===== src/rtl/drc_pipe.sv =====
// ----------------------------------------------------------------------------
// drc_pipe
// Generic N-stage restoring divider pipeline: one quotient bit per stage.
// ----------------------------------------------------------------------------
module drc_pipe #(
    parameter int NB = 29,
    parameter int DB = 17,
    parameter int SB = 32
) (
    input  logic          clk,
    input  logic          en,
    input  logic [NB-1:0] num,
    input  logic [DB-1:0] den,
    input  logic [SB-1:0] side,
    output logic [NB-1:0] quo,
    output logic [SB-1:0] side_out
);
    logic [DB:0]   rem_reg  [NB+1];
    logic [NB-1:0] num_reg  [NB+1];
    logic [DB-1:0] den_reg  [NB+1];
    logic [SB-1:0] side_reg [NB+1];

    always_comb
    begin
        rem_reg[0]  = '0;
        num_reg[0]  = num;
        den_reg[0]  = den;
        side_reg[0] = side;
    end

    // one bit per stage, MSB first; num_reg shifts quotient bits in at LSB
    for (genvar s = 0; s < NB; s++) begin : g_st
        logic [DB+1:0] trial;
        logic [DB+1:0] diff;
        assign trial = {rem_reg[s], num_reg[s][NB-1]};
        assign diff  = trial - {2'b00, den_reg[s]};
        always_ff @(posedge clk)
        begin
            if (en)
            begin
                rem_reg[s+1]  <= diff[DB+1] ? trial[DB:0] : diff[DB:0];
                num_reg[s+1]  <= {num_reg[s][NB-2:0], ~diff[DB+1]};
                den_reg[s+1]  <= den_reg[s];
                side_reg[s+1] <= side_reg[s];
            end
        end
    end

    assign quo      = num_reg[NB];
    assign side_out = side_reg[NB];
endmodule


===== config.mk =====
export PLATFORM = sky130hd
export DESIGN_NAME = drc_pipe
export DESIGN_NICKNAME = d
export VERILOG_FILES = /design/src/rtl/drc_pipe.sv
export SDC_FILE = /design/constraint.sdc
export NUM_CORES = 2
export LEC_CHECK = 0
export ABC_AREA = 1
export BUFFER_PORTS_ARGS = -buffer_cell sky130_fd_sc_hd__buf_2
export CELL_PAD_IN_SITES_DETAIL_PLACEMENT = 1
export CELL_PAD_IN_SITES_GLOBAL_PLACEMENT = 2
export CORE_MARGIN = 2
export CORE_UTILIZATION = 44
export DETAILED_ROUTE_END_ITERATION = 10
export GPL_TIMING_DRIVEN = 0
export HOLD_SLACK_MARGIN = 0.05
export PLACE_DENSITY_LB_ADDON = 0.1
export SYNTH_ARGS = -nofsm -noshare
export SYNTH_HDL_FRONTEND = slang
export SYNTH_SLANG_ARGS = --single-unit
export TNS_END_PERCENT = 20

===== constraint.sdc =====
create_clock -name clk -period 2.4 [get_ports clk]
set_input_delay 0.24 -clock clk [delete_from_list [all_inputs] [get_ports clk]]
set_output_delay 0.24 -clock clk [all_outputs]
set_load 0.02 [all_outputs]

==> summary.txt <==
Run status
  – Status: complete, but fails checks
  – Failing checks: negative setup slack

STA
  – Final Critical Period: roughly 2.5 ns
  – Final hold violation count: 0
  – FMAX: about 400 MHz
  – Clk_skew: about 0.032 ns
  – Final worst path period share: 1.03
  – Slew Limit Fails: 0
  – RSZ-0062 raised after global routing: true
  – Endpoints failing setup: 23
  – Final worst-path setup slack: -0.0609 ns
  – Worst-margin pin slew: 1.17 ns
  – Slew headroom: 0.216

Finish
  – Area Overhead vs Synth: 17.0%
  – Flip-flop count of the largest register after layout: between 800 and 900
  – Final Instance Count excl. Fillers: about 15k
  – # fillers: between 20k and 30k
  – # nets final: between 10k and 15k
  – Final core occ: 0.517
  – Layout cells sized above 1: 0.122

Power and ir drop
  – Power Density: 1250 nW/um^2
  – VDD IR-drop max: around 0.63 mV
  – Leakage power: between 50 and 60 nW

Floorplanning
  – Initial Util: 0.442
  – Height of the die: between 500 and 600 um
  – Num rows: ~190
  – Full die area: around 280000 sq um
  – Core box area: ~270000 sq um
  – Die X: around 530 um
  – Top-Level Pins: between 100 and 150

Min path
  – Hold Path Class: input pin to flip-flop
  – Worst Hold Depth: 3

Drt
  – Vias after detailed routing: between 70k and 80k
  – DR pass1 iterations: 5
  – WL final: between 200000 and 300000 um
  – ANT nets after route: 0
  – Drt wl/cell: roughly 18 um
  – DRC: 0
  – Starting DRT DRC Count: 4424
  – Vias per cell: 4.88

Global routing
  – Largest net degree at the start of global routing: 180
  – Number of global-route vias before repair: around 76k
  – Initial antenna violation count: 7
  – GRT Total Usage: 0.196
  – Global-route wire length before repair: about 430000 um
  – GRT Residual Overflow: 0

Yosys
  – Syn_area_per_cell: 11.6 sq um
  – Synth unique cells: 30
  – Seq cells post-synth: around 2.7k
  – Most common library cells after synthesis: nand2_1 (3482), edfxtp_1 (2749), inv_1 (1315)
  – Number of synthesized flops with an enable pin: ~2.7k
  – Post-synthesis async set-or-reset flop share: 0
  – Post-synth design cell area: ~120000 sq um
  – Area leader, netlist: edfxtp_1
  – Largest cells by area after synthesis: edfxtp_1 (68%), nand2_1 (11%), ha_1 (4.9%)
  – Sequential share of the synthesized area: 0.684
  – Synthesis Warnings: 0
  – Ys flop type: edfxtp_1
  – Syn Inst Count: 10.4k
  – Most numerous cell in the Yosys netlist: nand2_1
  – Post-synth top area share: 0.684

CTS
  – Clock tree buffer depth: 4
  – Clock Sinks: 2749
  – CTS clock-pin slew for the worst setup and hold paths: 0.06 ns
  – CTS tree: yes
  – Root Buffer: clkbuf_16
  – CTS buffer count: ~300
  – Clk Latency, worst-skew pair: approximately 0.9 ns
  – H-tree levels: 5

Critical path
  – CP max FO: 10
  – Worst setup path start: den_reg[217]
  – R2R Path Start: den_reg[217]
  – Crit path DAT: 3.06 ns
  – CP endpoint: g_st[18].trial[15]
  – FF-to-FF End: g_st[18].trial[15]
  – FF-to-FF path depth: 12
  – Critical Path Start Type: flip-flop
  – Critical Path Sink Type: flip-flop
  – Critical path class: flip-flop to flip-flop
  – Worst path required time: ~3 ns
  – FF-to-FF setup slack: -0.06 ns

Place
  – Placed insts: between 10k and 15k
  – Detailed Place HPWL: a little under 200000 um
  – # port buffers: 140
  – GP Congestion: between 0.8 and 0.9

Flow run
  – Max Cap Viol: 0
-- worst max-delay path: stages, from the launching register on --
cell and delay [ns]:
edfxtp_1 0.50, inv_1 0.11, ha_2 0.31, nand2_1 0.07, nand2_1 0.08, o21bai_2 0.22
a21oi_2 0.21, nand2_2 0.09, nand2_1 0.10, nand2_4 0.12, buf_6 0.18, nand2_1 0.06
nand2_1 0.11
-- placed cells by master, fill, tap and decap left out, types with 139 or more instances in the layout --
| cell | count |
|---|---|
| edfxtp_1 | 2749 |
| dlygate4sd3_1 | 143 |
| buf_2 | 139 |
| inv_1 | 1294 |
| ha_1 | 330 |
| a21oi_1 | 223 |
| xor2_1 | 197 |
| nor2_1 | 600 |
| nand2_1 | 3445 |
| nand3_1 | 499 |
| clkbuf_16 | 314 |
-- worst min-delay path by stage --
stage,slack [ns],end,startpoint
finish,0.11,num_reg[366],en
global route,0.05,num_reg[366],en
CTS,-0.22,side_reg[837],en
detailed placement,0.41,side_out[24],side_reg[56]
global placement,0.40,side_reg[491],side_reg[523]
floorplan,0.34,den_reg[476],den[0]
-- metrics by stage --
stage                     total power [mW]  hold WS (ns)   TNS, ns  instance area [sq um]  setup slack [ns]
after floorplan                        107         0.339         0                 121000             0.359
after global placement                 119         0.400         -                 126000            -41.57
after detailed placement               126         0.405  -2667.33                 126000             -3.12
after CTS                              176        -0.224     -1.72                 139000           -0.0742
after global routing                   189        0.0541    -22.87                 141000            -0.220
final                                  177         0.107    -0.398                 141000           -0.0609
-- final cells by class --
type                    count  area, sq um  share of cell area
plain buffers             116         1250             0.00889
inverters                1315         4940              0.0350
clock buffers             357         7910              0.0560
well taps                3589         4490              0.0318
clock inverters           194         2300              0.0163
diodes                      4         10.0           0.0000709
flip-flops and latches   2749        82500               0.585
repair buffers            360         3630              0.0257
multi-input cells        6277        34100               0.242
-- where the power goes --
part,internal [mW],switching [mW]
registers,63.1,4.90
clock network,28.2,19.2
logic,21.7,39.6
-- kinds of logic after synthesis --
kind of cell	synth area share
other	0.0000311
AO/OA/AOI/OAI	0.0230
flip-flops	0.684
buffers and inverters	0.0498
AND/OR/NAND/NOR	0.172
adder cells (fa/ha/maj)	0.0539
XOR/XNOR	0.0177
-- repair_timing --
item | CTS | global route
gates resized for setup | 174 | 313
setup buffers | 1 | 34
pin swaps | 12 | 42
setup endpoints to repair | 1549 | 1009
hold endpoints to repair | 187 | 159
hold buffers | 140 | 9
cloned | 15 | 6
-- routing by layer --
| layer | GRT usage | wire, um | part of all wire | vias to the layer above |
|---|---|---|---|---|
| li1 | - | - | - | 36200 |
| met1 | 0.274 | 131000 | 0.47 | 35500 |
| met2 | 0.327 | 131000 | 0.48 | 907 |
| met3 | 0.0262 | 9350 | 0.034 | 362 |
| met4 | 0.0423 | 5180 | 0.019 | 0 |
| met5 | 0 | 0 | 0 | - |
No activity file was read; power rests on OpenSTA's default activity.
